<file path="src/hdl/drlc_pkg.sv">
// ============================================================================
// drlc_pkg - shared types and constants of the disc read timing cache
// Field widths, register indexes, status codes and the token that walks
// the chain of cache cells.
// ============================================================================
package drlc_pkg;

   // Field widths
   localparam int ADDR_W     = 36;
   localparam int LEN_W      = 25;
   localparam int TIME_W     = 63;
   localparam int RATE_W     = 20;
   localparam int SEEK_W     = 16;
   localparam int CAPREG_W   = 9;
   localparam int CSR_W      = 20;
   localparam int CSR_ADDR_W = 2;
   localparam int STATUS_W   = 2;

   // Stream packing
   localparam int REQ_W       = 128;
   localparam int REQ_OFF_LSB = 0;
   localparam int REQ_LEN_LSB = REQ_OFF_LSB + ADDR_W;
   localparam int REQ_NOW_LSB = REQ_LEN_LSB + LEN_W;
   localparam int RSP_W       = 72;

   // Block geometry and sequential-read window
   localparam int BLOCK_BYTES_LOG2 = 16;
   localparam int SEQ_WINDOW_LOG2  = 20;
   localparam int TAG_W            = ADDR_W - BLOCK_BYTES_LOG2;
   localparam int REM_W            = ADDR_W + 1 - BLOCK_BYTES_LOG2;

   // Drive time arithmetic
   localparam int RATE_SHIFT = 10;                 // KiB to bytes
   localparam int PROD_W     = 45;                 // length times one million
   localparam int QUOT_W     = PROD_W - RATE_SHIFT;
   localparam int MS_W       = 26;                 // seek time in microseconds
   localparam int DUR_W      = QUOT_W + 1;
   localparam logic [19:0] US_PER_S  = 20'd1000000;
   localparam logic [9:0]  US_PER_MS = 10'd1000;

   // Register indexes
   localparam logic [CSR_ADDR_W-1:0] CSR_READ_RATE    = 2'd0;
   localparam logic [CSR_ADDR_W-1:0] CSR_SEEK_TIME    = 2'd1;
   localparam logic [CSR_ADDR_W-1:0] CSR_CACHE_BLOCKS = 2'd2;

   // Register reset values
   localparam logic [RATE_W-1:0]   RATE_RST = 20'd16200;
   localparam logic [SEEK_W-1:0]   SEEK_RST = 16'd80;
   localparam logic [CAPREG_W-1:0] CAP_RST  = 9'd256;

   // Result status codes
   localparam logic [STATUS_W-1:0] ST_INSTANT = 2'd0;
   localparam logic [STATUS_W-1:0] ST_HIT     = 2'd1;
   localparam logic [STATUS_W-1:0] ST_SEQ     = 2'd2;
   localparam logic [STATUS_W-1:0] ST_SEEK    = 2'd3;

   // Chain operation: probe only, or move-to-front / insert
   typedef enum logic [1:0] {
      OP_NONE,
      OP_LOOK,
      OP_INS
   } drlc_op_type;

   // Token handed from cell to cell, one cell per cycle
   typedef struct packed {
      drlc_op_type      op;
      logic             last;    // final token of a burst
      logic             trim;    // drop entries at or beyond capacity
      logic             found;   // tag matched (probe) or insertion settled
      logic             cvalid;  // carried entry valid
      logic [TAG_W-1:0] ctag;    // carried entry tag
      logic [TAG_W-1:0] tag;     // block being probed or inserted
   } drlc_tok_type;

endpackage

</file>
<file path="src/hdl/drlc_div.sv">
// ============================================================================
// drlc_div - restoring divider, one quotient bit per cycle
// Divides the scaled read length by the drive rate.
// ============================================================================
module drlc_div import drlc_pkg::*; (
   input  logic              clock,
   input  logic              reset,
   input  logic              start,
   input  logic [QUOT_W-1:0] dividend,
   input  logic [RATE_W-1:0] divisor,
   output logic              done,
   output logic [QUOT_W-1:0] quotient
);

   localparam int CNT_W = $clog2(QUOT_W + 1);

   logic              busy_ff;
   logic              done_ff;
   logic [CNT_W-1:0]  cnt_ff;
   logic [RATE_W-1:0] rem_ff;
   logic [QUOT_W-1:0] quo_ff;
   logic [RATE_W-1:0] dvs_ff;
   logic [RATE_W:0]   trial;
   logic [RATE_W:0]   diff;
   logic              ge;

   // Trial subtraction of the divisor from the shifted remainder
   assign trial = {rem_ff, quo_ff[QUOT_W-1]};
   assign ge    = (trial >= {1'b0, dvs_ff});
   assign diff  = trial - {1'b0, dvs_ff};

   // Count iterations
   always_ff @(posedge clock) begin
      if (reset) begin
         busy_ff <= 1'b0;
         done_ff <= 1'b0;
         cnt_ff  <= '0;
      end else begin
         done_ff <= 1'b0;
         if (start) begin
            busy_ff <= 1'b1;
            cnt_ff  <= CNT_W'(QUOT_W);
         end else if (busy_ff) begin
            cnt_ff <= cnt_ff - 1'b1;
            if (cnt_ff == CNT_W'(1)) begin
               busy_ff <= 1'b0;
               done_ff <= 1'b1;
            end
         end
      end
   end

   // Shift dividend bits in, quotient bits out
   always_ff @(posedge clock) begin
      if (start) begin
         rem_ff <= '0;
         quo_ff <= dividend;
         dvs_ff <= divisor;
      end else if (busy_ff) begin
         rem_ff <= ge ? diff[RATE_W-1:0] : trial[RATE_W-1:0];
         quo_ff <= {quo_ff[QUOT_W-2:0], ge};
      end
   end

   assign done     = done_ff;
   assign quotient = quo_ff;

endmodule

</file>
<file path="config.mk">
export PLATFORM = sky130hd
export DESIGN_NAME = drlc_div
export DESIGN_NICKNAME = d
export VERILOG_FILES = /design/src/hdl/drlc_pkg.sv /design/src/hdl/drlc_div.sv
export SDC_FILE = /design/constraint.sdc
export NUM_CORES = 1
export LEC_CHECK = 0
export BUFFER_PORTS_ARGS = -buffer_cell sky130_fd_sc_hd__buf_2
export CAP_MARGIN = 5
export CORE_UTILIZATION = 59
export CTS_BUF_LIST = sky130_fd_sc_hd__clkbuf_4 sky130_fd_sc_hd__clkbuf_8 sky130_fd_sc_hd__clkbuf_16
export DETAILED_ROUTE_END_ITERATION = 6
export PLACE_DENSITY = 0.81
export SLEW_MARGIN = 10
export SYNTH_ARGS = -nofsm -noshare
export SYNTH_HDL_FRONTEND = slang
export SYNTH_SLANG_ARGS = --single-unit
export TNS_END_PERCENT = 30
</file>
<file path="constraint.sdc">
create_clock -name clock -period 5 [get_ports clock]
set_input_delay 0.75 -clock clock [delete_from_list [all_inputs] [get_ports clock]]
set_output_delay 0.75 -clock clock [all_outputs]
set_load 0.05 [all_outputs]
</file>
==> results of run 1 <==
==> final timing paths <==
path	startpoint	end	slack [ps]	cells after the start
max	rem_ff[9]$_SDFFE_PP0P_	rem_ff[10]$_SDFFE_PP0P_	1980	9
max reg2reg	rem_ff[9]$_SDFFE_PP0P_	rem_ff[10]$_SDFFE_PP0P_	1980	9
min reg2reg	rem_ff[15]$_SDFFE_PP0P_	rem_ff[15]$_SDFFE_PP0P_	490	2
min	rem_ff[15]$_SDFFE_PP0P_	rem_ff[15]$_SDFFE_PP0P_	490	2
==> metal layers <==
metal  wire (um)  vias up
met5           0        -
met1        4290     1666
met4         250        0
met3         479       24
met2        4940      113
li1            -     1718
==> registers in the layout (all words and copies together), names as in the netlist <==
register,cells
rem_ff,20
busy_ff,1
quotient,35
dvs_ff,20
done,1
cnt_ff,6
==> report_power, final <==
part           total [uW]  internal, uW  switching, uW
combinational         404           137            267
clock                 496           234            263
sequential            828           796           32.1
==> cell usage in the layout, fill, tap and decap left out, types with 3 or more instances in the layout <==
cell / count
o21ai_0: 17
xnor2_1: 12
nor3_1: 14
nand4_1: 3
o21ai_1: 5
a211oi_1: 6
nor2_1: 23
nand3_1: 14
clkbuf_8: 9
ha_1: 22
nand2b_1: 5
buf_2: 93
dfxtp_1: 28
a21oi_1: 23
mux2_2: 34
a32oi_1: 3
inv_1: 36
nand2_1: 31
mux2i_1: 9
o311ai_0: 4
xor2_1: 7
or3_1: 7
buf_4: 4
edfxtp_1: 55
a31oi_1: 3
==> layout make-up <==
| type | instances | area share |
|---|---|---|
| clock buffer | 9 | 0.0236 |
| clock inverter | 7 | 0.0143 |
| inverter | 36 | 0.0257 |
| multi-input combinational | 283 | 0.398 |
| sequential | 83 | 0.421 |
| tap | 99 | 0.0236 |
| timing repair buffer | 97 | 0.0942 |
==> cell families after synthesis <==
family,Yosys count
compound gates,87
xor+xnor,19
fa+ha+maj,23
buf+inv,50
flops,83
mux,43
simple gates,111
==> synthesized netlist by cell type, drive strengths merged, types with 2 or more instances <==
master / instances / share of area
edfxtp: 55 / 0.37
inv: 36 / 0.030
mux2: 34 / 0.085
nand2: 32 / 0.027
dfxtp: 28 / 0.12
a21oi: 25 / 0.029
nor2: 24 / 0.022
o21ai: 24 / 0.028
ha: 22 / 0.061
nand3: 16 / 0.020
nor3: 15 / 0.019
xnor2: 12 / 0.023
mux2i: 9 / 0.020
a211oi: 7 / 0.013
buf: 7 / 0.0083
clkbuf: 7 / 0.0058
or3: 7 / 0.0097
xor2: 7 / 0.014
nand2b: 5 / 0.0069
o311ai: 5 / 0.011
a31oi: 3 / 0.0042
a32oi: 3 / 0.0058
nand4: 3 / 0.0042
nor4: 3 / 0.0075
a2111oi: 2 / 0.0053
a211o: 2 / 0.0039
a21o: 2 / 0.0033
a311oi: 2 / 0.0053
and3: 2 / 0.0028
o2111ai: 2 / 0.0039
o211ai: 2 / 0.0033
o21bai: 2 / 0.0033
o221ai: 2 / 0.0039
==> stage by stage <==
stage	setup WS, ps	util
6_report	1980	0.717
5_1_grt	1710	0.717
4_1_cts	2010	0.717
3_5_place_dp	2050	0.690
3_3_place_gp	2140	0.690
2_1_floorplan	2440	-
==> worst register-to-register path: stages, from the launching register on <==
cell and delay (ps):
dfxtp_1 340, ha_1 360, a21oi_1 310, o21ai_2 160, a211oi_2 290, a21oi_2 110, nor3_4 630, buf_4 370
mux2i_1 220, a211oi_1 90
==> flow_metrics.tcl, run 1 <==
set metrics [dict create \
    status "complete, no violations" \
    critPathSlowestCell "nor3_4" \
    drc 0 \
    use_met2 0.427 \
    grt_pass1_vias 3437 \
    drv_slew 0 \
    path_max_fanout 17 \
    multi_input_area_mm2 0.00209 \
    period_share 0.604 \
    yosys_warnings 0 \
    cts_max_level 3 \
    vias 3521 \
    drt-vias-per-instance 5.73 \
    powerDensity_mw_per_mm2 329 \
    rsz0062_at_grt "no" \
    synth_compound_area_frac 0.132 \
    cts_root_buffer "clkbuf_8" \
    die-height_um 89.4 \
    top_level_ports 94 \
    fp.dieW_um 89.4 \
    synth_cell_type_count 56 \
    routed_wl_mm 9.96 \
    synth_area_mm2 0.00450 \
    gp_congestion 0.907 \
    cts_tree "done" \
    yosys.area_share.simple 0.126 \
    clock-sinks 83 \
    path_cells "ha_1 -> a21oi_1 -> o21ai_2 -> a211oi_2 -> a21oi_2 -> nor3_4 -> buf_4 -> mux2i_1 -> a211oi_1" \
    antenna_found_initial 0 \
    grt_max_degree 48 \
    dr.pass1.iters 5 \
    tightest_slew_ps 773 \
    relSlewSlack 0.484 \
    syn_area_per_cell_um2 10.8 \
    finClkSkew_ps 8.78 \
    overflow 0 \
    ant_nets 0 \
    finalHoldViolCount 0 \
    critical_path.top_delay_family "compound AO/OA/AOI/OAI gates" \
    start_util 0.614 \
    crit_path_end_kind "register" \
    synthCells 416 \
    hold_ws_ps 490 \
    critical_path_buf_inv_count 1 \
    synth_fa_ha_area_frac 0.0656 \
    critPathRequiredTime_ps 5200 \
    drt_iter0_drc 290 \
    post-cts-setup-buffers 0 \
    cts_max_path_buffers 2 \
    busiest_layer "met2" \
    regArea_mm2 0.00221 \
    synth_ff_type "edfxtp_1" \
    dpl_cell_area_mm2 0.00506 \
    hp-class "register to register" \
    grt_usage 0.263 \
    rows 31 \
    ys_ff_latch 83 \
    synth.area.mux_share 0.105 \
    wire_per_inst_um 16.2 \
    finalNonFillerCells 614 \
    max_freq_mhz 331 \
    post-dp-hpwl_mm 7.08 \
    port_buffers 93 \
    synth_nets 497 \
    worstSkewPairLatency_ps 360 \
    cpPeakStageDelay_ps 630 \
    period_minus_slack_ps 3020 \
    die-area_mm2 0.00799 \
    drive_gt1_frac 0.315 \
    path_clk_slew_ps 80 \
    finalPower_uw 1730 \
    drv_cap 0 \
    setup_violations 0 \
    async_reset_ff_frac 0 \
    cts_hold_buf 0 \
    leakage_uw 0.00227 \
    ys_seq_area_frac 0.491 \
    post_cts_resized 0 \
    cts_buffers 9 \
    antenna_cells 0 \
    worstPathArrival_ps 3220 \
    tns_ps 0 \
    nNetsFinal 591 \
    n_fill_cell 557 \
    synth_edf_count 55 \
    core-area_mm2 0.00733 \
    syn_to_final_growth_pct 16.7 \
    grt_first_pass_wirelength_mm 15.7 \
    grt_util_met3 0.0545 \
    vdd_drop_max_mv 0.191 \
    final_cell_area_mm2 0.00526 \
    critPathLaunchType "register" \
    dp_cells 598 \
    synth_xor_area_frac 0.0369 \
    synth_top_family_by_area "compound AO/OA/AOI/OAI gates" \
    worstSetupPathType "register to register" \
    grt_util_met1 0.336 \
]
No activity file was read; power rests on OpenSTA's default activity.
==> run 2, diff against run 1 <==
--- a/config.mk
+++ b/config.mk
@@ -7,10 +7,10 @@
 export LEC_CHECK = 0
 export BUFFER_PORTS_ARGS = -buffer_cell sky130_fd_sc_hd__buf_2
 export CAP_MARGIN = 5
-export CORE_UTILIZATION = 59
+export CORE_UTILIZATION = 50
 export CTS_BUF_LIST = sky130_fd_sc_hd__clkbuf_4 sky130_fd_sc_hd__clkbuf_8 sky130_fd_sc_hd__clkbuf_16
 export DETAILED_ROUTE_END_ITERATION = 6
-export PLACE_DENSITY = 0.81
+export PLACE_DENSITY = 0.73
 export SLEW_MARGIN = 10
 export SYNTH_ARGS = -nofsm -noshare
 export SYNTH_HDL_FRONTEND = slang
==> constraint.sdc (replaced) <==
create_clock -name clock -period 2.75 [get_ports clock]
set_input_delay 0.4125 -clock clock [delete_from_list [all_inputs] [get_ports clock]]
set_output_delay 0.4125 -clock clock [all_outputs]
set_load 0.05 [all_outputs]
==> run 2 against run 1 <==
Utilization down 10 points. Cell area up 2.0%. Die area up 18%. Clock skew up 1.3 ps. Non-clock buffer count up 5. Global-route usage down 5.0 points. Critical path depth up 1. Hold slack worse by 260 ps. Register-to-register slack worse by 1800 ps. Total power up 89%. Clock power up 110%. Largest power group unchanged. Highest routed layer unchanged.
==> flow_metrics.tcl, run 2 (same netlist as run 1, synthesis figures left out) <==
set metrics [dict create \
    status "complete, no violations" \
    drv_cap 0 \
    die-area_mm2 0.00939 \
    grt_usage 0.213 \
    relSlewSlack 0.659 \
    drt_iter0_drc 177 \
    period_share 0.928 \
    timing.reg2reg.worst_path_depth 10 \
    cts_buffers 9 \
    dr.pass1.iters 4 \
    antenna_found_initial 0 \
    r2r_end "rem_ff[4]$_SDFFE_PP0P_" \
    syn_to_final_growth_pct 19.1 \
    core-area_mm2 0.00872 \
    grt_max_degree 44 \
    drc 0 \
    routed_wl_mm 9.63 \
    final_cell_mix "buf_2, edfxtp_1, inv_1" \
    drv_slew 0 \
    antenna_cells 0 \
    worstSetupPathType "register to register" \
    finClkSkew_ps 10.1 \
    worstSkewPairLatency_ps 350 \
    r2r_slack_ps 200 \
    overflow 0 \
    period_minus_slack_ps 2550 \
    vias 3485 \
    powerDensity_mw_per_mm2 610 \
    finalHoldViolCount 0 \
    fp.dieW_um 96.9 \
    ant_nets 0 \
    cts_max_path_buffers 2 \
    critPathLaunchType "register" \
    rsz0062_at_grt "no" \
    drive_gt1_frac 0.323 \
    start_util 0.516 \
    final_common_cell "buf_2" \
    critPathRequiredTime_ps 3020 \
    hp-class "input pin to register" \
    vdd_drop_max_mv 0.395 \
    max_freq_mhz 392 \
    worstPathArrival_ps 2820 \
    path_clk_slew_ps 100 \
    min_path_cells 1 \
    port_buffers 93 \
    drt-vias-per-instance 5.55 \
    post-cts-setup-buffers 0 \
    cts_tree "done" \
    timing.rr.start "dvs_ff[3]$_DFFE_PP_" \
    leakage_uw 0.00232 \
    hp-start "divisor[8]" \
    grt_pass1_vias 3312 \
    crit_path_end_kind "register" \
    cts_max_level 3 \
    hold_path_end "dvs_ff[8]$_DFFE_PP_" \
    setup_violations 0 \
    path_max_fanout 21 \
    nNetsFinal 596 \
    die-height_um 96.9 \
    top_level_ports 94 \
    wire_per_inst_um 15.3 \
    clock-sinks 83 \
    tightest_slew_ps 510 \
    post-dp-hpwl_mm 6.93 \
    tns_ps 0 \
    post_cts_resized 0 \
    largest_reg_flops 35 \
    rows 34 \
    finalPower_uw 3270 \
    grt_first_pass_wirelength_mm 16.0 \
    cts_root_buffer "clkbuf_8" \
    cts_hold_buf 0 \
    gp_congestion 0.896 \
]
## run 2: cell type report
| cell class | instances | area [um2] |
|---|---|---|
| clock buffer | 9 | 124 |
| clock inverter | 7 | 106 |
| fill | 722 | 3360 |
| inverter | 36 | 135 |
| multi-input combinational | 283 | 2090 |
| sequential | 83 | 2210 |
| tap | 108 | 135 |
| timing repair buffer | 102 | 558 |
## run 2: critical path, stage by stage, from the launching register on
cell and delay [ps]:
edfxtp_1 340, inv_1 50, ha_1 370, nand3_2 130, a21oi_1 280, o311ai_2 200
a21oi_2 210, nor3_4 70, buf_12 160, or3_1 390, a311oi_2 260
## run 2: power by group
group	leakage, uW	internal (uW)	switching (uW)
Combinational	0.00143	257	486
Clock	0.000117	530	498
Sequential	0.000776	1450	53.3
## run 2: how the worst max path moves through the flow
| stage | from | end | slack [ps] |
|---|---|---|---|
| after global routing | quotient[34]$_DFFE_PP_ | rem_ff[10]$_SDFFE_PP0P_ | 3 |
| final | dvs_ff[3]$_DFFE_PP_ | rem_ff[4]$_SDFFE_PP0P_ | 200 |
| after CTS | dvs_ff[3]$_DFFE_PP_ | rem_ff[4]$_SDFFE_PP0P_ | 200 |
| after floorplan | quotient[34]$_DFFE_PP_ | rem_ff[10]$_SDFFE_PP0P_ | 190 |
| after detailed placement | dvs_ff[3]$_DFFE_PP_ | rem_ff[4]$_SDFFE_PP0P_ | 230 |
| after global placement | dvs_ff[3]$_DFFE_PP_ | rem_ff[4]$_SDFFE_PP0P_ | 260 |
## run 2: through the flow
step	util	hold slack (ps)	area, um2	std cells	setup slack, ps
finish	0.615	226	5360	628	198
global route	0.615	214	5360	628	2.74
CTS	0.615	215	5360	628	200
detailed placement	0.589	470	5130	612	233
global placement	0.589	458	5130	612	261
floorplan	-	443	4500	416	191
## run 2: routing by layer
layer,share of wire,track usage
met5,0,0
met4,0.015,0.0712
met3,0.042,0.0289
met2,0.50,0.352
met1,0.45,0.288
