## src/hdl/drlc_pkg.sv

```systemverilog
// ============================================================================
// drlc_pkg - shared types and constants of the disc read timing cache
// Field widths, register indexes, status codes and the token that walks
// the chain of cache cells.
// ============================================================================
package drlc_pkg;

   // Field widths
   localparam int ADDR_W     = 36;
   localparam int LEN_W      = 25;
   localparam int TIME_W     = 63;
   localparam int RATE_W     = 20;
   localparam int SEEK_W     = 16;
   localparam int CAPREG_W   = 9;
   localparam int CSR_W      = 20;
   localparam int CSR_ADDR_W = 2;
   localparam int STATUS_W   = 2;

   // Stream packing
   localparam int REQ_W       = 128;
   localparam int REQ_OFF_LSB = 0;
   localparam int REQ_LEN_LSB = REQ_OFF_LSB + ADDR_W;
   localparam int REQ_NOW_LSB = REQ_LEN_LSB + LEN_W;
   localparam int RSP_W       = 72;

   // Block geometry and sequential-read window
   localparam int BLOCK_BYTES_LOG2 = 16;
   localparam int SEQ_WINDOW_LOG2  = 20;
   localparam int TAG_W            = ADDR_W - BLOCK_BYTES_LOG2;
   localparam int REM_W            = ADDR_W + 1 - BLOCK_BYTES_LOG2;

   // Drive time arithmetic
   localparam int RATE_SHIFT = 10;                 // KiB to bytes
   localparam int PROD_W     = 45;                 // length times one million
   localparam int QUOT_W     = PROD_W - RATE_SHIFT;
   localparam int MS_W       = 26;                 // seek time in microseconds
   localparam int DUR_W      = QUOT_W + 1;
   localparam logic [19:0] US_PER_S  = 20'd1000000;
   localparam logic [9:0]  US_PER_MS = 10'd1000;

   // Register indexes
   localparam logic [CSR_ADDR_W-1:0] CSR_READ_RATE    = 2'd0;
   localparam logic [CSR_ADDR_W-1:0] CSR_SEEK_TIME    = 2'd1;
   localparam logic [CSR_ADDR_W-1:0] CSR_CACHE_BLOCKS = 2'd2;

   // Register reset values
   localparam logic [RATE_W-1:0]   RATE_RST = 20'd16200;
   localparam logic [SEEK_W-1:0]   SEEK_RST = 16'd80;
   localparam logic [CAPREG_W-1:0] CAP_RST  = 9'd256;

   // Result status codes
   localparam logic [STATUS_W-1:0] ST_INSTANT = 2'd0;
   localparam logic [STATUS_W-1:0] ST_HIT     = 2'd1;
   localparam logic [STATUS_W-1:0] ST_SEQ     = 2'd2;
   localparam logic [STATUS_W-1:0] ST_SEEK    = 2'd3;

   // Chain operation: probe only, or move-to-front / insert
   typedef enum logic [1:0] {
      OP_NONE,
      OP_LOOK,
      OP_INS
   } drlc_op_type;

   // Token handed from cell to cell, one cell per cycle
   typedef struct packed {
      drlc_op_type      op;
      logic             last;    // final token of a burst
      logic             trim;    // drop entries at or beyond capacity
      logic             found;   // tag matched (probe) or insertion settled
      logic             cvalid;  // carried entry valid
      logic [TAG_W-1:0] ctag;    // carried entry tag
      logic [TAG_W-1:0] tag;     // block being probed or inserted
   } drlc_tok_type;

endpackage

```

## src/hdl/drlc_cell.sv

```systemverilog
// ============================================================================
// drlc_cell - one cache entry of the recency-ordered chain
// Holds one block tag; cell position is its recency rank. A passing token
// probes the tag, or shifts the carried entry in and the held one onward.
// ============================================================================
module drlc_cell import drlc_pkg::*; #(
   parameter int IDX   = 0,
   parameter int CAP_W = 9
) (
   input  logic             clock,
   input  logic             reset,
   input  logic [CAP_W-1:0] cap,
   input  drlc_tok_type     up_tok,
   output drlc_tok_type     dn_tok
);

   logic             valid_ff, valid_in;
   logic [TAG_W-1:0] tag_ff, tag_in;
   drlc_tok_type     tok_ff, tok_in;
   logic             match;
   logic             beyond;

   assign match  = valid_ff && (tag_ff == up_tok.tag);
   assign beyond = (CAP_W'(IDX) >= cap);

   // Probe, swap with the carried entry, or drop past capacity
   always_comb begin
      valid_in = valid_ff;
      tag_in   = tag_ff;
      tok_in   = up_tok;
      case (up_tok.op)
         OP_LOOK: begin
            if (match) tok_in.found = 1'b1;
         end
         OP_INS: begin
            if (!up_tok.found) begin
               if (match) begin
                  valid_in     = up_tok.cvalid;
                  tag_in       = up_tok.ctag;
                  tok_in.found = 1'b1;
               end else if (up_tok.trim && beyond) begin
                  valid_in      = 1'b0;
                  tok_in.cvalid = 1'b0;
               end else begin
                  valid_in      = up_tok.cvalid;
                  tag_in        = up_tok.ctag;
                  tok_in.cvalid = valid_ff;
                  tok_in.ctag   = tag_ff;
               end
            end
         end
         default: begin
         end
      endcase
   end

   // Hold entry valid bit and the token for the next cell
   always_ff @(posedge clock) begin
      if (reset) begin
         valid_ff <= 1'b0;
         tok_ff   <= '0;
      end else begin
         valid_ff <= valid_in;
         tok_ff   <= tok_in;
      end
   end

   // Hold entry tag
   always_ff @(posedge clock) begin
      tag_ff <= tag_in;
   end

   assign dn_tok = tok_ff;

endmodule

```

## config.mk

```make
export PLATFORM = sky130hd
export DESIGN_NAME = drlc_cell
export DESIGN_NICKNAME = d
export VERILOG_FILES = /design/src/hdl/drlc_pkg.sv /design/src/hdl/drlc_cell.sv
export SDC_FILE = /design/constraint.sdc
export NUM_CORES = 1
export LEC_CHECK = 0
export ABC_CLOCK_PERIOD_IN_PS = 3900
export BUFFER_PORTS_ARGS = -buffer_cell sky130_fd_sc_hd__buf_2
export CAP_MARGIN = 15
export CELL_PAD_IN_SITES_DETAIL_PLACEMENT = 1
export CELL_PAD_IN_SITES_GLOBAL_PLACEMENT = 1
export CORE_MARGIN = 5
export CORE_UTILIZATION = 36
export CTS_CLUSTER_DIAMETER = 40
export DETAILED_ROUTE_END_ITERATION = 8
export GPL_ROUTABILITY_DRIVEN = 0
export PLACE_DENSITY = 0.88
export SLEW_MARGIN = 20
export SYNTH_ARGS = -nofsm -noshare
export SYNTH_HDL_FRONTEND = slang
export SYNTH_SLANG_ARGS = --single-unit
```

## constraint.sdc

```tcl
create_clock -name clock -period 3.9 [get_ports clock]
set_input_delay 0 -clock clock [delete_from_list [all_inputs] [get_ports clock]]
set_output_delay 0 -clock clock [all_outputs]
set_load 0.005 [all_outputs]
```

==> summary.txt, run 1 <==
STA
  • Final setup viols: 0
  • TNS Setup: 0 ns
  • Tmin final: 2.64 ns
  • Final worst setup slack: 1.26 ns
  • Clock skew: 0.0203 ns
  • Fin. Hold Viols: 0
  • Hold WS: 0.113 ns
  • Max Slew Vio Count: 0
  • Max Clock Freq: about 0.38 GHz
  • Slew at the pin closest to its max-slew limit: 0.744 ns
  • Unrepaired setup endpoints after global routing: false
  • Slew headroom: between 50% and 60%
  • Final period util: between 60% and 70%

Place
  • Post-Place Cells: 433
  • Detail Placement HPWL: 5690 um
  • Placement Setup Slack: 1.10 ns
  • Post-DP Area: 0.00331 mm2
  • PortBufs: 102

Power
  • Pwr/cell area: 408 mW/mm2
  • P_leak: 0.00171 uW
  • Maximum vdd drop: 0.206 mV

Drt
  • Top layer in use: met4
  • M1 wire length: 3670 um
  • Wire length on met3: 595 um
  • Vias per Instance: 5.25
  • Routed Antenna Nets: 0
  • Post-detailed-routing wire length: 9550 um
  • DR WL/cell: between 15 and 20 um
  • DRT Pass-1 Iters: 4
  • DRC: 0
  • Met2 wire length: 5050 um
  • Starting DRT DRC Count: 176
  • Total number of vias: 2594

Clock tree
  • H-tree depth: 3
  • CTS clk-pin slew, worst paths: 0.09 ns
  • Post-CTS sizing: 0
  • CTS Sinks: 67
  • Clock root buffer: clkbuf_8
  • CTS max path bufs: 2
  • Clk Latency, worst-skew pair: ~0.35 ns
  • Post-CTS setup buffer count: 0
  • CTS tree: built
  • Cts hold-fix bufs: 45
  • Num CTS Buffers: 9

Logic synthesis
  • Yosys reg bits: 67
  • Syn nets: just over 300
  • Post-synthesis sequential area ratio: a little under three fifths
  • Ys Warns: 0
  • Post-synthesis instance total: 250
  • Post-Syn Area per Cell: 10.9 um2
  • Yosys cell types: 25
  • Cell area after synthesis: 0.00272 mm2

Critical path
  • WP data required: 3.88 ns
  • R2R setup slack: 1.26 ns
  • Largest delay share family, worst path: compound AO/OA/AOI/OAI gates
  • Worst path max stage delay: approximately 0.61 ns
  • Worst setup EP type: flip-flop
  • Worst Path Max Fanout: 23
  • CP Launch Type: flip-flop
  • Worst Path Buf+Inv: 1
  • CP arrival: 2.62 ns
  • Type of the worst setup path: reg -> reg
  • Cell Chain, Critical Path: xnor2_1, nand4_1, nor4_4, buf_4, nand2_1, a21oi_4
  • Slowest cell on the critical path: a21oi_4

Die
  • Core area: 0.00729 mm2
  • Top Ports: 103
  • Die H: 96.9 um
  • Die Wd: 96.9 um
  • Die area: 0.00939 mm2
  • Row count: 31
  • Initial Util: 37.3%

GRT
  • Total gr overflow: 0
  • Largest net degree at the start of global routing: 49
  • Global-route wire length before repair: 14900 um
  • Vias in the first global route: 2773
  • Antenna violations before repair: 0
  • Total track usage: 19.9%

Layout
  • Most frequent cells in the layout: 102 x buf_2, 47 x dfxtp_1, 45 x dlygate4sd3_1, 24 x nor2b_1, 23 x inv_1
  • Commonest non-fill, non-tap cell in the layout: buf_2
  • Design Area, Final: 0.00400 mm2
  • Nets: 449
  • Final non-filler cell total: 494
  • Area delta synth->final: 47.1%
  • Ant diodes: 0
  • Share of layout cells above drive strength 1: a little under a third

Status
  • Status: complete, no violations

Hold path
  • Worst min path class: in -> reg

Run
  • Max capacitance violation total: 0
[synthesized netlist by cell type]
cell type  instances  area share [%]
ha_1               2            0.92
nor2_1             4            0.55
or4_1              1            0.28
a2111o_1           1            0.41
o311ai_1          20             6.4
xor2_1             8             2.6
nand4_1           22             5.1
nor4_1             4            0.92
o2111ai_1         20             6.4
nand2_1            7            0.97
o31ai_1            1            0.28
and2_1             1            0.23
nand3_1            3            0.55
nor2b_1           24             5.5
xnor2_1           12             3.9
dfxtp_1           47              35
and4b_1            1            0.37
buf_2              4            0.74
clkbuf_1          18             2.5
a31oi_1            1            0.23
o21ai_0            1            0.18
a21oi_1            3            0.55
inv_1             24             3.3
nor4_2             1            0.46
edfxtp_1          20              22
[power by group]
| part | switching [uW] | internal (uW) |
|---|---|---|
| Clock | 275 | 389 |
| Sequential | 16.6 | 757 |
| Combinational | 95.4 | 101 |
| Total | 387 | 1250 |
[final timing paths]
kind | startpoint | endpoint | cells past startpoint
worst max register to register | tag_ff[4] | tag_ff[17] | 6
worst max-delay path | tag_ff[4] | tag_ff[17] | 6
worst min-delay path | up_tok[40] | valid_ff | 4
worst min register to register | valid_ff | valid_ff | 2
[registers in the layout, indices dropped and copies added (netlist names)]
| signal | count |
|---|---|
| tag_ff | 20 |
| dn_tok | 46 |
| valid_ff | 1 |
[worst reg2reg max path, cell delays in order (launching register included)]
cell      delay [ns]
edfxtp_1        0.49
xnor2_1         0.27
nand4_1         0.21
nor4_4          0.20
buf_4           0.31
nand2_1         0.17
a21oi_4         0.61
[final cells by class]
type                            count  area (um2)
Fill cell                         830        3290
Sequential cell                    67        1540
Tap cell                           99         124
Multi-Input combinational cell    137        1020
Timing Repair Buffer              151         991
Clock inverter                      2        38.8
Clock buffer                       14         194
Inverter                           24        90.1
[stage by stage]
stage | util, % | total power, uW
3_3_place_gp | 45.4 | 935
4_1_cts | 54.8 | 1630
5_1_grt | 54.9 | 1700
3_5_place_dp | 45.4 | 942
6_report | 54.9 | 1630
2_1_floorplan | - | 854
[metal layers]
metal,global-route usage [%],vias to the layer above
li1,-,1211
met1,22.6,1258
met2,35.2,109
met3,4.32,16
met4,9.50,0
met5,0,-
[cells by family (layout without fill, tap and decap cells)]
group,count (synthesis),after routing,share of synthesized area [%]
and+or+nand+nor,68,68,14.9
DFF,67,67,56.7
AOI/OAI and AO/OA,47,47,14.5
buffers and inverters,46,191,6.53
xor gates and xnor gates,20,20,6.44
adders and majority gates,2,2,0.920
Power figures use the tool's default switching activity.
==> run 2, diff against run 1 <==
--- a/config.mk
+++ b/config.mk
@@ -5,7 +5,7 @@
 export SDC_FILE = /design/constraint.sdc
 export NUM_CORES = 1
 export LEC_CHECK = 0
-export ABC_CLOCK_PERIOD_IN_PS = 3900
+export ABC_CLOCK_PERIOD_IN_PS = 2500
 export BUFFER_PORTS_ARGS = -buffer_cell sky130_fd_sc_hd__buf_2
 export CAP_MARGIN = 15
 export CELL_PAD_IN_SITES_DETAIL_PLACEMENT = 1
==> constraint.sdc (replaced) <==
create_clock -name clock -period 2.5 [get_ports clock]
set_input_delay 0 -clock clock [delete_from_list [all_inputs] [get_ports clock]]
set_output_delay 0 -clock clock [all_outputs]
set_load 0.005 [all_outputs]
==> run 2 against run 1 <==
Clock power increased by 17%; routed wire length decreased by 0.12%; register-to-register slack got worse by 0.93 ns; first-iteration DRC count decreased by 20%.
==> summary.txt, run 2 (same netlist as run 1, synthesis figures left out) <==
GRT
  • Antenna violations before repair: 1 (+1)
  • Total track usage: 20.4% (+0.50 points)
  • Largest net degree at the start of global routing: 48 (-2.0%)
  • Total gr overflow: 0 (unchanged)
  • Vias in the first global route: 2838 (+2.3%)
  • Global-route wire length before repair: 15000 um (+0.79%)

Place
  • Detail Placement HPWL: 5990 um (+5.3%)
  • PortBufs: 102 (unchanged)

Clock tree
  • CTS tree: built
  • Num CTS Buffers: 9 (unchanged)
  • H-tree depth: 3 (unchanged)
  • Post-CTS setup buffer count: 0 (unchanged)
  • Clock root buffer: clkbuf_8
  • CTS Sinks: 67 (unchanged)
  • CTS clk-pin slew, worst paths: 0.07 ns (-0.02 ns)
  • CTS max path bufs: 2 (unchanged)
  • Clk Latency, worst-skew pair: 0.35 ns (about the same)

Power
  • Maximum vdd drop: 0.238 mV (+16%)
  • Total power: 2290 uW (+40%)
  • Pwr/cell area: 580 mW/mm2 (+42%)
  • P_leak: 0.00169 uW (-1.6%)

STA
  • TNS Setup: 0 ns (unchanged)
  • Final period util: 87.1% (+19 points)
  • Max Slew Vio Count: 0 (unchanged)
  • Fin. Hold Viols: 0 (unchanged)
  • Slew headroom: 53.4% (+3.0 points)
  • Clock skew: 0.0113 ns (-0.00897 ns)
  • Max Clock Freq: 0.459 GHz (+21%)
  • Final setup viols: 0 (unchanged)
  • Unrepaired setup endpoints after global routing: false
  • Tmin final: 2.18 ns (-0.466 ns)
  • Slew at the pin closest to its max-slew limit: 0.698 ns (-0.0455 ns)

Layout
  • Area delta synth->final: 45.1%
  • Nets: 452 (+0.67%)
  • Largest register FFs: 46 (unchanged)
  • Most frequent cells in the layout: 102 x buf_2, 47 x dfxtp_1, 45 x dlygate4sd3_1, 24 x nor2b_1, 23 x inv_1
  • Commonest non-fill, non-tap cell in the layout: buf_2
  • Share of layout cells above drive strength 1: 30.9% (-0.74 points)

Run
  • Max capacitance violation total: 0 (unchanged)

Die
  • Die Wd: 96.9 um (unchanged)
  • Top Ports: 103 (unchanged)
  • Row count: 31 (unchanged)
  • Initial Util: 37.3% (unchanged)
  • Die H: 96.9 um (unchanged)
  • Die area: 0.00939 mm2 (unchanged)
  • Core area: 0.00729 mm2 (unchanged)

Drt
  • DR WL/cell: 19.2 um (-0.92%)
  • Starting DRT DRC Count: 140 (-20%)
  • Vias per Instance: 5.29 (+0.80%)
  • Total number of vias: 2636 (+1.6%)
  • Routed Antenna Nets: 0 (unchanged)
  • DRT Pass-1 Iters: 4 (unchanged)
  • Post-detailed-routing wire length: 9540 um (-0.12%)
  • DRC: 0 (unchanged)

Critical path
  • WP data required: 2.71 ns (-1.17 ns)
  • Worst setup EP type: flip-flop
  • Type of the worst setup path: reg -> reg
  • CP Launch Type: flip-flop
  • Worst Path Max Fanout: 20 (-13%)
  • CP arrival: 2.39 ns (-0.23 ns)

Status
  • Status: complete, no violations

Hold path
  • Worst min path class: in -> reg
[run 2: cell types whose count changed in the layout (fill, tap and decap cells not counted), sizes merged]
| cell | delta |
|---|---|
| buf | +3 |
| clkbuf | +2 |
| bufinv | -1 |
| clkinv | -1 |
| diode | +1 |
[run 2: timing repair]
item                                    CTS  global route
hold buffers                             45             0
endpoints found under the hold margin    66             0
endpoints found under the setup margin    0             0
gates resized for setup                   0             0
[run 2: area by class of cell]
| class | count | area (um2) |
|---|---|---|
| tap | 99 | 124 |
| antenna | 1 | 2.50 |
| fill | 837 | 3340 |
| inverter | 24 | 90.1 |
| multi-input combinational | 137 | 1020 |
| sequential | 67 | 1540 |
| timing repair buffer | 154 | 1010 |
| clock buffer | 16 | 160 |
[run 2: layer usage]
layer | share of wire [%] | wire [um] | track usage (%) | up-vias
li1 | - | - | - | 1218
met1 | 40 | 3790 | 22.7 | 1289
met2 | 52 | 4920 | 35.4 | 104
met3 | 5.4 | 513 | 5.11 | 25
met4 | 3.4 | 322 | 11.3 | 0
met5 | 0 | 0 | 0 | -
[run 2: through the flow]
step | hold WS, ns | instance area, um2 | std cells | utilization (%) | setup WS, ns
final | 0.106 | 3950 | 498 | 54.1 | 0.322
after global routing | 0.116 | 3950 | 498 | 54.1 | 0.221
after CTS | 0.0670 | 3950 | 497 | 54.1 | 0.375
after detailed placement | 0.211 | 3330 | 436 | 45.7 | 0.413
after global placement | 0.208 | 3330 | 436 | 45.7 | 0.431
after floorplan | 0.0989 | 2720 | 250 | - | 0.244
[run 2: power by group]
part	switching (uW)	leakage, uW	internal [uW]	total, uW
Combinational	149	0.00103	158	306
Clock	387	0.0000790	390	777
Sequential	25.2	0.000575	1180	1210
[run 2: critical path, cell delays in order, from the launching register on]
cell,delay (ns)
edfxtp_1,0.47
xnor2_1,0.21
nand4_1,0.25
or4_1,0.47
buf_4,0.22
o2111ai_1,0.27
o311ai_1,0.14
[run 2: path summary, 6_finish.rpt]
check,depth (start not counted),slack (ns),endpoint,startpoint
worst min register to register,2,0.57,valid_ff,valid_ff
worst max-delay path,6,0.32,dn_tok[27],tag_ff[6]
worst max register to register,6,0.32,dn_tok[27],tag_ff[6]
worst min-delay path,4,0.11,dn_tok[40],up_tok[40]
==> run 3, diff against run 2 <==
--- a/config.mk
+++ b/config.mk
@@ -5,17 +5,18 @@
 export SDC_FILE = /design/constraint.sdc
 export NUM_CORES = 1
 export LEC_CHECK = 0
+export ABC_AREA = 1
 export ABC_CLOCK_PERIOD_IN_PS = 2500
 export BUFFER_PORTS_ARGS = -buffer_cell sky130_fd_sc_hd__buf_2
 export CAP_MARGIN = 15
 export CELL_PAD_IN_SITES_DETAIL_PLACEMENT = 1
 export CELL_PAD_IN_SITES_GLOBAL_PLACEMENT = 1
 export CORE_MARGIN = 5
-export CORE_UTILIZATION = 36
+export CORE_UTILIZATION = 34
 export CTS_CLUSTER_DIAMETER = 40
 export DETAILED_ROUTE_END_ITERATION = 8
 export GPL_ROUTABILITY_DRIVEN = 0
-export PLACE_DENSITY = 0.88
+export PLACE_DENSITY = 0.89
 export SLEW_MARGIN = 20
 export SYNTH_ARGS = -nofsm -noshare
 export SYNTH_HDL_FRONTEND = slang
==> run 3 against run 2 <==
Worst setup slack gained 0.30 ns; design area is 0.76% lower; combinational power barely moved; highest routed layer unchanged.
==> summary.txt, run 3 <==
Status
  • Status: complete, no violations

Clock tree
  • Clk Latency, worst-skew pair: 0.35 ns (about the same)
  • CTS Sinks: 67 (unchanged)
  • Num CTS Buffers: 9 (unchanged)
  • H-tree depth: 3 (unchanged)
  • CTS tree: built
  • Post-CTS sizing: 0 (unchanged)
  • Clock root buffer: clkbuf_8
  • CTS clk-pin slew, worst paths: 0.07 ns (about the same)
  • CTS max path bufs: 2 (unchanged)

Layout
  • Largest register FFs: 46 (unchanged)
  • Area delta synth->final: 45.3%
  • Share of layout cells above drive strength 1: 24.8% (-6.1 points)
  • Final non-filler cell total: 601 (+21%)
  • Ant diodes: 0 (-1)
  • Fillers: 979 (+17%)
  • Nets: 553 (+22%)
  • Most frequent cells in the layout: 102 x nand2_1, 102 x buf_2, 80 x nor2_1, 65 x inv_1, 47 x dfxtp_1

Hold path
  • Hold endpoint: dn_tok[7]
  • Worst hold path depth: 2 (-2)
  • Worst min path class: in -> reg
  • Hold path start: reset

Logic synthesis
  • Cell area after synthesis: 0.00270 mm2 (-0.87%)
  • Fraction of registers with async set/reset: 0% (unchanged)
  • Syn nets: 402 (+30%)
  • Post-synthesis simple-gate area fraction: 28.7% (+14 points)
  • EDFF count, synth: 20 (unchanged)
  • Ys Warns: 0 (unchanged)
  • Yosys cell types: 21 (-16%)
  • Largest family of logic cells by synthesized area: simple AND/OR/NAND/NOR gates
  • Adder-cell share of the synthesized area: 0.928% (+0.0081 points)
  • Post-synthesis sequential area ratio: 57.2% (+0.50 points)
  • Area leader, netlist: dfxtp_1
  • Yosys reg bits: 67 (unchanged)
  • Synth Area in Compound Gates: 1.02% (-14 points)
  • Mux cell area share after synthesis: 0% (unchanged)
  • Post-Syn Area per Cell: 7.86 um2 (-28%)
  • Top_reg_cell synth: dfxtp_1
  • Yosys top cell area share: 34.9% (+0.30 points)
  • Count leader, synth: nand2_1
  • Post-synth top cells: 102 x nand2_1, 80 x nor2_1, 65 x inv_1
  • Top area cells in the synthesized netlist: dfxtp_1 35%, edfxtp_1 22%, nand2_1 14%
  • Post-synthesis xor/xnor area fraction: 0.325% (-6.1 points)
  • Post-synthesis instance total: 343 (+37%)

Power
  • Maximum vdd drop: 0.322 mV (+35%)
  • P_leak: 0.00216 uW (+28%)
  • Pwr/cell area: 599 mW/mm2 (+3.3%)

STA
  • Fin. Hold Viols: 0 (unchanged)
  • Clock skew: 0.0112 ns (-0.0000692 ns)
  • Tmin final: 1.88 ns (-0.297 ns)
  • Max Slew Vio Count: 0 (unchanged)
  • Final setup viols: 0 (unchanged)
  • TNS Setup: 0 ns (unchanged)
  • Unrepaired setup endpoints after global routing: false
  • Slew at the pin closest to its max-slew limit: 0.668 ns (-0.0299 ns)
  • Slew headroom: 55.4% (+2.0 points)
  • Max Clock Freq: 0.532 GHz (+16%)
  • Final period util: 75.2% (-12 points)

Place
  • PortBufs: 102 (unchanged)
  • Detail Placement HPWL: 5790 um (-3.2%)
  • Post-Place Cells: 539 (+24%)

Critical path
  • Worst setup EP type: flip-flop
  • R2R setup slack: 0.62 ns (+0.30 ns)
  • WP data required: 2.52 ns (-0.19 ns)
  • Worst Reg2Reg Path Length in Cells: 6 (unchanged)
  • CP arrival: 1.90 ns (-0.49 ns)
  • Reg-to-reg endpoint: tag_ff[10]
  • Type of the worst setup path: reg -> reg
  • R2r startpoint: tag_ff[18]
  • Worst Path Max Fanout: 19 (-5.0%)
  • CP Launch Type: flip-flop

Die
  • Die Wd: 99.1 um (+2.2%)
  • Core area: 0.00773 mm2 (+6.0%)
  • Top Ports: 103 (unchanged)
  • Die H: 99.1 um (+2.2%)
  • Initial Util: 34.9% (-2.4 points)
  • Row count: 32 (+3.2%)
  • Die area: 0.00981 mm2 (+4.4%)

Drt
  • Post-detailed-routing wire length: 8220 um (-14%)
  • DRT Pass-1 Iters: 4 (unchanged)
  • Starting DRT DRC Count: 60 (-57%)
  • Routed Antenna Nets: 0 (unchanged)
  • Total number of vias: 2532 (-3.9%)
  • DR WL/cell: 13.7 um (-29%)
  • DRC: 0 (unchanged)
  • Vias per Instance: 4.21 (-20%)

GRT
  • Antenna violations before repair: 0 (-1)
  • Vias in the first global route: 2796 (-1.5%)
  • Total gr overflow: 0 (unchanged)
  • Largest net degree at the start of global routing: 41 (-15%)
  • Global-route wire length before repair: 13400 um (-11%)
  • Total track usage: 17.4% (-3.0 points)

Run
  • Max capacitance violation total: 0 (unchanged)
[run 3: cell count changes in the layout (fill, tap and decap cells not counted), moves of 8 or more]
cell and change:
nand4_1 -20, nor2_1 +77, o2111ai_1 -20, o311ai_1 -20, inv_1 +42, nand2_1 +95, nor2b_1 -24, xor2_1 -8
xnor2_1 -11
[run 3: worst max path at each step]
stage | cells past startpoint | end | from | slack, ns
after CTS | 8 | tag_ff[2] | tag_ff[5] | 0.63
after global routing | 10 | dn_tok[33] | up_tok[44] | 0.39
after global placement | 6 | tag_ff[4] | tag_ff[18] | 0.68
after detailed placement | 8 | tag_ff[4] | tag_ff[16] | 0.64
after floorplan | 7 | tag_ff[0] | tag_ff[4] | 0.17
final | 6 | tag_ff[10] | tag_ff[18] | 0.62
[run 3: critical path: stages (launching register included)]
cell      delay, ns
edfxtp_1       0.40
xnor2_1        0.20
nand3_1        0.17
nor2_2         0.18
nand3_4        0.13
a21oi_2        0.17
buf_4          0.30
[run 3: cell type report]
cell class	instances	area, um2	share of cell area, %
Multi-Input combinational cell	201	840	21.4
Inverter	66	248	6.32
Sequential cell	67	1540	39.3
Timing Repair Buffer	149	978	25.0
Clock buffer	14	173	4.41
Clock inverter	2	10.0	0.256
Tap cell	102	128	3.26
[run 3: timing repair]
action	CTS	global route
hold buffers	46	0
endpoints found under the setup margin	0	0
hold endpoints to repair	67	0
setup buffers	0	0
[run 3: stage by stage]
step	setup slack (ns)	hold slack [ns]	cell area, um2	utilization (%)	total power [uW]
after detailed placement	0.642	0.195	3270	42.4	1480
final	0.619	0.141	3920	50.7	2350
after CTS	0.628	0.147	3920	50.7	2370
after global routing	0.390	0.147	3920	50.7	2470
after floorplan	0.171	0.0989	2700	-	1350
after global placement	0.682	0.195	3270	42.4	1460
[run 3: report_power, final]
group	internal [uW]	total (uW)	switching, uW
registers	1180	1200	22.3
clock network	439	838	398
logic	151	308	156
total	1770	2350	577
[run 3: cells by family after synthesis]
family	Yosys count
and+or+nand+nor	193
buffers and inverters	75
DFF	67
AOI/OAI and AO/OA	5
adders and majority gates	2
xor gates and xnor gates	1
[run 3: per-layer routing]
layer | part of all wire [%] | vias to the layer above | global-route usage (%)
met3 | 5.9 | 8 | 5.94
li1 | - | 1299 | -
met2 | 52 | 67 | 31.7
met1 | 41 | 1158 | 19.2
met5 | 0 | - | 0
met4 | 0.83 | 0 | 4.41
